<file path="src/rtl/core/gts_pkg.sv">
// ----------------------------------------------------------------------------
// gts_pkg: shared types and constants of the geometric-mean threshold scorer
// Command and status structs between controller and datapath, field widths.
// ----------------------------------------------------------------------------
package gts_pkg;

   localparam int ChanW   = 16;
   localparam int LogW    = 22;   // signed log2 in units of 2^-16, -16..0
   localparam int SumW    = 42;   // signed weighted sum
   localparam int CntW    = 17;
   localparam int FitW    = 17;
   localparam int HalfQ16 = 32768;

   // configuration register indexes
   typedef enum logic [1:0] {
      REG_WEIGHTS_LO = 2'd0,
      REG_WEIGHTS_HI = 2'd1,
      REG_THRESHOLD  = 2'd2
   } csr_reg_type;

   typedef struct packed {
      logic load;       // latch the input item
      logic log_start;  // start log2 of the selected operand
      logic log_thr;    // operand is threshold instead of a channel
      logic acc;        // accumulate product of the finished log
      logic decide;     // form the decision and count it
      logic div_start;  // start the two rate divisions
      logic finish;     // write the result register
   } cmd_type;

   typedef struct packed {
      logic log_done;
      logic div_done;
   } sts_type;

endpackage

</file>
<file path="src/rtl/core/gts_ctrl.sv">
// ----------------------------------------------------------------------------
// gts_ctrl: sequencer of the scorer
// Steps one channel at a time through the shared log2 unit, then the
// threshold log, decision and, on the last item, the rate divisions.
// ----------------------------------------------------------------------------
module gts_ctrl #(
   parameter int CHANNELS = 8
) (
   input  logic             clock,
   input  logic             reset,
   input  logic             start,
   input  logic             last,
   input  logic             out_free,
   input  gts_pkg::sts_type sts,
   output gts_pkg::cmd_type cmd,
   output logic             busy
);
   localparam int IdxW = (CHANNELS > 1) ? $clog2(CHANNELS + 1) : 1;

   typedef enum logic [2:0] {
      S_IDLE, S_LOG, S_THR, S_DEC, S_DIV, S_OUT
   } state_type;

   state_type       state_ff, state_in;
   logic [IdxW-1:0] idx_ff, idx_in;
   logic            wait_ff, wait_in;

   // next state and commands
   always_comb begin
      state_in = state_ff;
      idx_in   = idx_ff;
      wait_in  = wait_ff;
      cmd      = '0;
      unique case (state_ff)
         S_IDLE: begin
            if (start) begin
               cmd.load = 1'b1;
               idx_in   = '0;
               wait_in  = 1'b0;
               state_in = S_LOG;
            end
         end
         S_LOG: begin
            if (!wait_ff) begin
               cmd.log_start = 1'b1;
               wait_in       = 1'b1;
            end else if (sts.log_done) begin
               cmd.acc = 1'b1;
               wait_in = 1'b0;
               idx_in  = idx_ff + 1'b1;
               if (idx_ff == IdxW'(CHANNELS - 1)) state_in = S_THR;
            end
         end
         S_THR: begin
            cmd.log_thr = 1'b1;
            if (!wait_ff) begin
               cmd.log_start = 1'b1;
               wait_in       = 1'b1;
            end else if (sts.log_done) begin
               wait_in  = 1'b0;
               state_in = S_DEC;
            end
         end
         S_DEC: begin
            cmd.decide = 1'b1;
            state_in   = last ? S_DIV : S_OUT;
            if (last) cmd.div_start = 1'b1;
         end
         S_DIV: begin
            if (sts.div_done) state_in = S_OUT;
         end
         S_OUT: begin
            if (out_free) begin
               cmd.finish = 1'b1;
               state_in   = S_IDLE;
            end
         end
         default: state_in = S_IDLE;
      endcase
   end

   always_ff @(posedge clock) begin
      if (reset) begin
         state_ff <= S_IDLE;
         idx_ff   <= '0;
         wait_ff  <= 1'b0;
      end else begin
         state_ff <= state_in;
         idx_ff   <= idx_in;
         wait_ff  <= wait_in;
      end
   end

   assign busy = (state_ff != S_IDLE);

`ifndef ASSERT_OFF
   a_load_idle: assert property (@(posedge clock) disable iff (reset)
      cmd.load |-> state_ff == S_IDLE)
      else $error("load outside idle");
   a_acc_once: assert property (@(posedge clock) disable iff (reset)
      cmd.acc |=> !cmd.acc)
      else $error("double accumulate");
   a_div_last: assert property (@(posedge clock) disable iff (reset)
      cmd.div_start |-> last)
      else $error("division without last item");
`endif
endmodule

</file>
<file path="src/rtl/core/gts_dp.sv">
// ----------------------------------------------------------------------------
// gts_dp: datapath of the scorer
// Shared iterative log2, weighted accumulation, decision, confusion counters
// and a bit-serial divider pair for the two class rates.
// ----------------------------------------------------------------------------
module gts_dp #(
   parameter int CHANNELS    = 8,
   parameter int MAX_SAMPLES = 65536
) (
   input  logic                          clock,
   input  logic                          reset,
   input  gts_pkg::cmd_type              cmd,
   output gts_pkg::sts_type              sts,
   input  logic [CHANNELS*gts_pkg::ChanW-1:0] chan_in,
   input  logic                          label_in,
   input  logic                          last_in,
   input  logic [127:0]                  weights,
   input  logic [15:0]                   threshold,
   output logic                          last_q,
   output logic                          abstain_q,
   output logic [gts_pkg::FitW-1:0]      fitness_q
);
   localparam int CW  = gts_pkg::CntW;
   localparam logic [CW-1:0] CapV =
      (MAX_SAMPLES < 131071) ? CW'(MAX_SAMPLES) : CW'(131071);
   localparam int SelW = (CHANNELS > 1) ? $clog2(CHANNELS) : 1;

   logic [CHANNELS*16-1:0] ch_ff;
   logic                   label_ff, last_ff;
   logic [SelW-1:0]        sel_ff;

   // latch item
   always_ff @(posedge clock) begin
      if (cmd.load) begin
         ch_ff    <= chan_in;
         label_ff <= label_in;
         last_ff  <= last_in;
      end
      if (cmd.load) sel_ff <= '0;
      else if (cmd.acc) sel_ff <= sel_ff + 1'b1;
   end
   assign last_q = last_ff;

   // log2 unit: leading-one normalise at start, then 16 squaring steps
   logic [15:0] op;
   logic [15:0] opc;
   logic [3:0]  lz_p;
   logic [16:0] m_ff;
   logic [15:0] frac_ff;
   logic [4:0]  p_ff, step_ff;
   logic        lrun_ff;
   logic [33:0] sq;

   assign op  = cmd.log_thr ? threshold : ch_ff[sel_ff*16 +: 16];
   assign opc = (op == 16'd0) ? 16'd1 : op;

   always_comb begin
      lz_p = 4'd0;
      for (int i = 0; i < 16; i++) if (opc[i]) lz_p = 4'(i);
   end

   assign sq = {17'd0, m_ff} * {17'd0, m_ff};

   always_ff @(posedge clock) begin
      if (reset) begin
         lrun_ff <= 1'b0;
      end else if (cmd.log_start) begin
         lrun_ff <= 1'b1;
         step_ff <= '0;
         frac_ff <= '0;
         p_ff    <= {1'b0, lz_p};
         m_ff    <= {1'b0, opc << (4'd15 - lz_p)};
      end else if (lrun_ff) begin
         if (sq[32:15] >= 18'd65536) begin
            m_ff    <= sq[32:16];
            frac_ff <= {frac_ff[14:0], 1'b1};
         end else begin
            m_ff    <= sq[31:15];
            frac_ff <= {frac_ff[14:0], 1'b0};
         end
         step_ff <= step_ff + 1'b1;
         if (step_ff == 5'd15) lrun_ff <= 1'b0;
      end
   end

   logic done_ff;
   always_ff @(posedge clock) begin
      if (reset) done_ff <= 1'b0;
      else done_ff <= lrun_ff && step_ff == 5'd15;
   end
   assign sts.log_done = done_ff;

   logic signed [gts_pkg::LogW-1:0] logv;
   assign logv = $signed({{(gts_pkg::LogW-21){1'b0}}, p_ff, 16'd0})
               - $signed(gts_pkg::LogW'(32'd1048576)) + $signed({6'd0, frac_ff});

   // weighted accumulation
   logic signed [gts_pkg::SumW-1:0] lsum_ff;
   logic [19:0] wsum_ff;
   logic [15:0] w_sel;
   assign w_sel = weights[sel_ff*16 +: 16];

   always_ff @(posedge clock) begin
      if (cmd.load) begin
         lsum_ff <= '0;
         wsum_ff <= '0;
      end else if (cmd.acc) begin
         lsum_ff <= lsum_ff
                  + gts_pkg::SumW'(logv) * gts_pkg::SumW'($signed({1'b0, w_sel}));
         wsum_ff <= wsum_ff + 20'(w_sel);
      end
   end

   // decision; threshold product formed once log is done
   logic signed [gts_pkg::SumW-1:0] tsum_ff;
   always_ff @(posedge clock) begin
      if (done_ff && cmd.log_thr)
         tsum_ff <= gts_pkg::SumW'(logv) * gts_pkg::SumW'($signed({1'b0, wsum_ff}));
   end

   logic dec;
   always_comb begin
      if (wsum_ff == '0) dec = threshold < 16'(gts_pkg::HalfQ16);
      else if (threshold == '0) dec = 1'b1;
      else dec = lsum_ff > tsum_ff;
   end

   // confusion counters
   logic [CW-1:0] tp_ff, fn_ff, tn_ff, fp_ff;
   logic [CW-1:0] tp_n, fn_n, tn_n, fp_n;
   function automatic logic [CW-1:0] bump(input logic [CW-1:0] c, input logic en);
      return (en && c < CapV) ? c + 1'b1 : (c > CapV ? CapV : c);
   endfunction
   assign tp_n = bump(tp_ff, label_ff && dec);
   assign fn_n = bump(fn_ff, label_ff && !dec);
   assign fp_n = bump(fp_ff, !label_ff && dec);
   assign tn_n = bump(tn_ff, !label_ff && !dec);

   always_ff @(posedge clock) begin
      if (reset) begin
         tp_ff <= '0; fn_ff <= '0; tn_ff <= '0; fp_ff <= '0;
      end else if (cmd.decide) begin
         if (last_ff) begin
            tp_ff <= '0; fn_ff <= '0; tn_ff <= '0; fp_ff <= '0;
         end else begin
            tp_ff <= tp_n; fn_ff <= fn_n; tn_ff <= tn_n; fp_ff <= fp_n;
         end
      end
   end

   // restoring dividers, one quotient bit per cycle for both rates
   localparam int DW = CW + 1;
   logic [CW+16-1:0] na_ff, nb_ff;
   logic [DW-1:0]    da_ff, db_ff, ra_ff, rb_ff;
   logic [16:0]      qa_ff, qb_ff;
   logic [5:0]       dcnt_ff;
   logic             drun_ff, ddone_ff;
   logic [DW-1:0]    ra_s, rb_s;
   assign ra_s = {ra_ff[DW-2:0], na_ff[CW+15]};
   assign rb_s = {rb_ff[DW-2:0], nb_ff[CW+15]};

   always_ff @(posedge clock) begin
      if (reset) begin
         drun_ff  <= 1'b0;
         ddone_ff <= 1'b0;
      end else begin
         ddone_ff <= 1'b0;
         if (cmd.decide) abstain_q <= dec;
         if (cmd.div_start) begin
            drun_ff <= 1'b1;
            dcnt_ff <= '0;
            na_ff   <= {tp_n, 16'd0};
            nb_ff   <= {tn_n, 16'd0};
            da_ff   <= DW'(tp_n) + DW'(fn_n);
            db_ff   <= DW'(tn_n) + DW'(fp_n);
            ra_ff   <= '0; rb_ff <= '0; qa_ff <= '0; qb_ff <= '0;
         end else if (drun_ff) begin
            na_ff <= na_ff << 1;
            nb_ff <= nb_ff << 1;
            if (ra_s >= da_ff) begin
               ra_ff <= ra_s - da_ff; qa_ff <= {qa_ff[15:0], 1'b1};
            end else begin
               ra_ff <= ra_s; qa_ff <= {qa_ff[15:0], 1'b0};
            end
            if (rb_s >= db_ff) begin
               rb_ff <= rb_s - db_ff; qb_ff <= {qb_ff[15:0], 1'b1};
            end else begin
               rb_ff <= rb_s; qb_ff <= {qb_ff[15:0], 1'b0};
            end
            dcnt_ff <= dcnt_ff + 1'b1;
            if (dcnt_ff == 6'(CW + 15)) begin
               drun_ff  <= 1'b0;
               ddone_ff <= 1'b1;
            end
         end
      end
   end
   assign sts.div_done = ddone_ff;

   // rate of an empty class is zero
   logic [17:0] fsum;
   assign fsum = ((da_ff == '0) ? 18'd0 : {1'b0, qa_ff})
               + ((db_ff == '0) ? 18'd0 : {1'b0, qb_ff});
   always_ff @(posedge clock) begin
      if (cmd.decide) fitness_q <= '0;
      else if (ddone_ff) fitness_q <= fsum[17:1];
   end

`ifndef ASSERT_OFF
   a_log_len: assert property (@(posedge clock) disable iff (reset)
      cmd.log_start |-> !lrun_ff)
      else $error("log2 restarted while running");
   a_div_idle: assert property (@(posedge clock) disable iff (reset)
      cmd.div_start |-> !drun_ff)
      else $error("divider restarted while running");
   a_cnt_cap: assert property (@(posedge clock) disable iff (reset)
      tp_ff <= CapV && fn_ff <= CapV && tn_ff <= CapV && fp_ff <= CapV)
      else $error("counter beyond cap");
`endif
endmodule

</file>
<file path="src/rtl/core/geomean_threshold_scorer_unit.sv">
// ----------------------------------------------------------------------------
// geomean_threshold_scorer_unit: weighted geometric-mean abstain scorer
// Channel  | dir | handshake
// req      | in  | req_tvalid/req_tready, tdata channels, tuser label, tlast
// rsp      | out | rsp_tvalid/rsp_tready, tdata fitness, tuser abstain, tlast
// csr      | in  | csr_we, index, data (no wait)
// Flow: the shared log2 unit takes one channel at a time, then the
// threshold log and the decision; a last item also runs the rate dividers.
// Reset clears counters and control; registers return to reset values.
// The result register frees the input once its item is taken.
// ----------------------------------------------------------------------------
module geomean_threshold_scorer_unit #(
   parameter int CHANNELS    = 8,
   parameter int MAX_SAMPLES = 65536
) (
   input  logic         clock,
   input  logic         reset,
   input  logic         req_tvalid,
   output logic         req_tready,
   input  logic [127:0] req_tdata,   // channel_0 .. channel_7
   input  logic [7:0]   req_tuser,   // label_abstain, zero
   input  logic         req_tlast,   // last_sample
   output logic         rsp_tvalid,
   input  logic         rsp_tready,
   output logic [23:0]  rsp_tdata,   // fitness, zero
   output logic [7:0]   rsp_tuser,   // abstain, zero
   output logic         rsp_tlast,   // set_done
   input  logic         csr_we,
   input  logic [1:0]   csr_index,
   input  logic [63:0]  csr_data
);
   logic [63:0] wlo_ff, whi_ff;
   logic [15:0] thr_ff;

   // configuration registers
   always_ff @(posedge clock) begin
      if (reset) begin
         wlo_ff <= '1;
         whi_ff <= '1;
         thr_ff <= 16'd32768;
      end else if (csr_we) begin
         unique case (csr_index)
            gts_pkg::REG_WEIGHTS_LO: wlo_ff <= csr_data;
            gts_pkg::REG_WEIGHTS_HI: whi_ff <= csr_data;
            gts_pkg::REG_THRESHOLD:  thr_ff <= csr_data[15:0];
            default: ;
         endcase
      end
   end

   gts_pkg::cmd_type cmd;
   gts_pkg::sts_type sts;
   logic busy, last_q, abstain_q;
   logic [16:0] fitness_q;
   logic valid_ff;

   assign req_tready = !busy;

   gts_ctrl #(.CHANNELS(CHANNELS)) u_ctrl (
      .clock, .reset,
      .start(req_tvalid),
      .last(last_q),
      .out_free(!valid_ff || rsp_tready),
      .sts, .cmd, .busy
   );

   gts_dp #(.CHANNELS(CHANNELS), .MAX_SAMPLES(MAX_SAMPLES)) u_dp (
      .clock, .reset, .cmd, .sts,
      .chan_in(req_tdata[CHANNELS*16-1:0]),
      .label_in(req_tuser[0]),
      .last_in(req_tlast),
      .weights({whi_ff, wlo_ff}),
      .threshold(thr_ff),
      .last_q, .abstain_q, .fitness_q
   );

   // result register
   logic        ab_ff, ld_ff;
   logic [16:0] fit_ff;
   always_ff @(posedge clock) begin
      if (reset) valid_ff <= 1'b0;
      else if (cmd.finish) valid_ff <= 1'b1;
      else if (rsp_tready) valid_ff <= 1'b0;
      if (cmd.finish) begin
         ab_ff  <= abstain_q;
         ld_ff  <= last_q;
         fit_ff <= last_q ? fitness_q : 17'd0;
      end
   end

   assign rsp_tvalid = valid_ff;
   assign rsp_tdata  = {7'd0, fit_ff};
   assign rsp_tuser  = {7'd0, ab_ff};
   assign rsp_tlast  = ld_ff;

`ifndef ASSERT_OFF
   a_hold: assert property (@(posedge clock) disable iff (reset)
      rsp_tvalid && !rsp_tready |=> rsp_tvalid && $stable(rsp_tdata))
      else $error("result dropped under stall");
   a_fit0: assert property (@(posedge clock) disable iff (reset)
      rsp_tvalid && !rsp_tlast |-> rsp_tdata == 24'd0)
      else $error("fitness outside set end");
   a_busy: assert property (@(posedge clock) disable iff (reset)
      req_tvalid && req_tready |=> !req_tready)
      else $error("accepted twice");
`endif
endmodule
</file>
<file path="config.mk">
export PLATFORM = sky130hd
export DESIGN_NAME = geomean_threshold_scorer_unit
export DESIGN_NICKNAME = d
export VERILOG_FILES = /design/src/rtl/core/gts_pkg.sv /design/src/rtl/core/gts_ctrl.sv /design/src/rtl/core/gts_dp.sv /design/src/rtl/core/geomean_threshold_scorer_unit.sv
export SDC_FILE = /design/constraint.sdc
export NUM_CORES = 2
export LEC_CHECK = 0
export BUFFER_PORTS_ARGS = -buffer_cell sky130_fd_sc_hd__buf_2
export CORE_MARGIN = 2
export CORE_UTILIZATION = 45
export CTS_BUF_LIST = sky130_fd_sc_hd__clkbuf_2
export CTS_CLUSTER_SIZE = 24
export DETAILED_ROUTE_END_ITERATION = 12
export SYNTH_ARGS = -nofsm -noshare
export SYNTH_HDL_FRONTEND = slang
export SYNTH_SLANG_ARGS = --single-unit
export TNS_END_PERCENT = 5
</file>
<file path="constraint.sdc">
create_clock -name clock -period 9 [get_ports clock]
set_input_delay 0 -clock clock [delete_from_list [all_inputs] [get_ports clock]]
set_output_delay 0 -clock clock [all_outputs]
set_load 0.02 [all_outputs]
</file>
==> run metrics <==
outcome finished, violations left; violated checks DRC, capacitance limit, slew limit, setup timing; Die Y-Extent 407 um; worst-margin pin slew roughly 1.6 ns; CP Class register to register; clk root buf clkbuf_2; EDFF count, synth 378; # port buffers 221; min Tclk post-route approximately 9.5 ns; initial antenna violation count 62; Worst Skew between 0.2 and 0.3 ns; routed len/inst about 22 um; final setup margin -0.503 ns; Residual DRC 1; MaxCap Viol Count 1; final hold viol count 0; Tot GR Track Use about 31%; initial core utilization a little under half; CTS Buf Count about 190; final setup TNS -2.01 ns; first-pass GRT wire length 384000 um; # setup viols final 9; clock sinks 685; DR pass1 iterations 12; library cells used by synthesis 101; RSZ-0062 raised after global routing yes; Hold Crit Class input port to register; GP Congestion 0.905; CP max stage cell mux4_2; Post-DRT Antenna Nets 0; CTS tree yes; non-filler cells, final 11200; largest net degree at the start of global routing 141; vias post-DR 61700; CP arrival 11.06 ns; Async SR Flop Fraction 0%; Critical Path Max Stage Delay 0.61 ns; HPWL Detailed between 150000 and 200000 um; Post-synth top flop edfxtp_1; Via density 5.51; nets 10500; synthesized area ~0.073 mm^2; Top delay family on crit path adder cells; critical path endpoint category register; Slew HR -9.20%; clock slew at reported path FFs 0.16 ns; filler instances 13900; # IOs 243; Iteration-0 DRC Markers 5734; Rows 147; DRT Wirelength 249000 um; Max Root-Sink Buffers 3; Area Overhead vs Synth 21.6%; Max FO, Critical Path 5; Slew Limit Fails 2; CORE AREA between 0.15 and 0.2 mm^2; Buf/Inv on CP 10; share of post-route cells with drive strength above 1 approximately an eighth; Overflow after GRT 0; DIE WIDTH 407 um; die area 0.166 mm^2; H-tree levels 4; Cells after Synth 7615; crit path launch type register; Post-Syn Area per Cell 9.59 um^2; fmax 105 MHz; Synth Warn # 0; Seq/Total Area, Yosys 24.0%; worst endpoint required time around 11 ns; Post-Place Cells 9983; ratio of final minimum period to clock period 106%; flops & latches, synth 685; vias in the first global route 65700; clk_lat worst skew 1.94 ns
==> sequential cells by signal (all words and copies together) (netlist names), 18 cells and up <==
signal and flops:
u_dp.ch_ff 128, u_dp.da_ff 18, u_dp.db_ff 18, u_dp.lsum_ff 42, u_dp.tsum_ff 42, u_dp.wsum_ff 20, whi_ff 64, wlo_ff 64
==> cell families after synthesis <==
| group | Yosys count | synth area share (%) |
|---|---|---|
| xor gates and xnor gates | 231 | 2.77 |
| AOI/OAI and AO/OA | 965 | 8.72 |
| DFF | 685 | 24.0 |
| buffers and inverters | 1742 | 9.15 |
| adders and majority gates | 1493 | 35.6 |
| and+or+nand+nor | 2260 | 15.3 |
| muxes | 238 | 4.58 |
| other | 1 | 0.00513 |
==> path summary, 6_finish.rpt <==
path                             end  slack [ns]      startpoint  cells after the start
setup reg to reg    u_dp.lsum_ff[41]       -0.50       whi_ff[5]                     40
setup / recovery    u_dp.lsum_ff[41]       -0.50       whi_ff[5]                     40
hold reg to reg       u_dp.na_ff[18]        0.44  u_dp.na_ff[17]                      1
hold / removal    u_ctrl.state_ff[0]        0.24      rsp_tready                      8
==> synth_stat cells (83+ instances only) <==
| cell | n | share of area, % |
|---|---|---|
| nand3_1 | 84 | 0.58 |
| xnor2_1 | 148 | 1.8 |
| mux2i_1 | 105 | 1.4 |
| inv_1 | 1375 | 7.1 |
| edfxtp_1 | 378 | 16 |
| clkbuf_1 | 299 | 1.5 |
| ha_1 | 520 | 8.9 |
| nor2b_1 | 220 | 1.9 |
| a21oi_1 | 228 | 1.6 |
| fa_1 | 973 | 27 |
| dfxtp_1 | 307 | 8.4 |
| and2_1 | 349 | 3.0 |
| nor2_1 | 285 | 1.5 |
| xor2_1 | 83 | 1.0 |
| o21ai_0 | 223 | 1.5 |
| nand2_1 | 924 | 4.7 |
==> layout by cell type, fill, tap and decap left out, types with 71 or more instances in the layout <==
cell type	synthesis	final
a21o_1	82	82
nand3_1	84	83
clkbuf_2	0	283
a211o_1	71	71
dlygate4sd3_1	0	814
buf_2	19	220
ha_1	520	514
and2_1	349	348
fa_1	973	970
nand3b_1	75	75
inv_1	1375	1374
mux2i_1	105	100
nor2b_1	220	219
a21oi_1	228	219
xnor2_1	148	147
o21ai_0	223	215
edfxtp_1	378	378
xor2_1	83	83
dfxtp_1	307	303
nor2_1	285	274
buf_4	22	336
nand2_1	924	921
==> metal layers <==
metal / track usage, % / up-vias / share of wire (%)
met1: 35.5 / 30200 / 37
met3: 9.27 / 1245 / 9.1
met4: 19.7 / 40 / 8.1
met5: 0.357 / - / 0.20
met2: 49.6 / 3152 / 46
li1: - / 27100 / -
==> layout make-up <==
class                           count  area (um^2)  share of cell area (%)
Multi-Input combinational cell   5201        49400                    55.6
Sequential cell                   685        17500                    19.7
Timing Repair Buffer             1390        12100                    13.7
Inverter                         1378         5170                    5.82
Tap cell                         2160         2700                    3.04
Clock buffer                      283         1420                    1.59
Clock inverter                     56          412                   0.463
Antenna cell                       37         92.6                   0.104
==> worst register-to-register path: cells and delay by family (launching register included) <==
kind	cells	cell delay [ns]
adder cells (fa/ha/maj)	8	3.29
AO/OA/AOI/OAI	13	2.48
buffers and inverters	10	0.99
AND/OR/NAND/NOR	6	0.94
multiplexers	2	0.81
flip-flops	1	0.53
XOR/XNOR	1	0.16
==> stage by stage <==
| step | util, % | hold slack [ns] | setup WS, ns | area [um^2] |
|---|---|---|---|---|
| 2_1_floorplan | - | 0.0989 | -0.298 | 73200 |
| 3_3_place_gp | 48.6 | 0.177 | -0.454 | 78300 |
| 3_5_place_dp | 48.6 | 0.178 | -0.505 | 78300 |
| 4_1_cts | 54.9 | 0.0340 | -0.403 | 88400 |
| 5_1_grt | 55.2 | 0.122 | -0.842 | 88800 |
| 6_report | 55.2 | 0.240 | -0.503 | 88800 |
==> what timing repair did <==
action,CTS,global route
hold endpoints to repair,751,0
gates resized for setup,16,44
buffers inserted,0,13
setup endpoints to repair,8,15
pin swaps,4,23
cloned,0,1
hold buffers,817,0
Power is left out: the tool's default activity adds up to more than one toggle a clock period on the data nets, which glitch-free logic cannot reach.
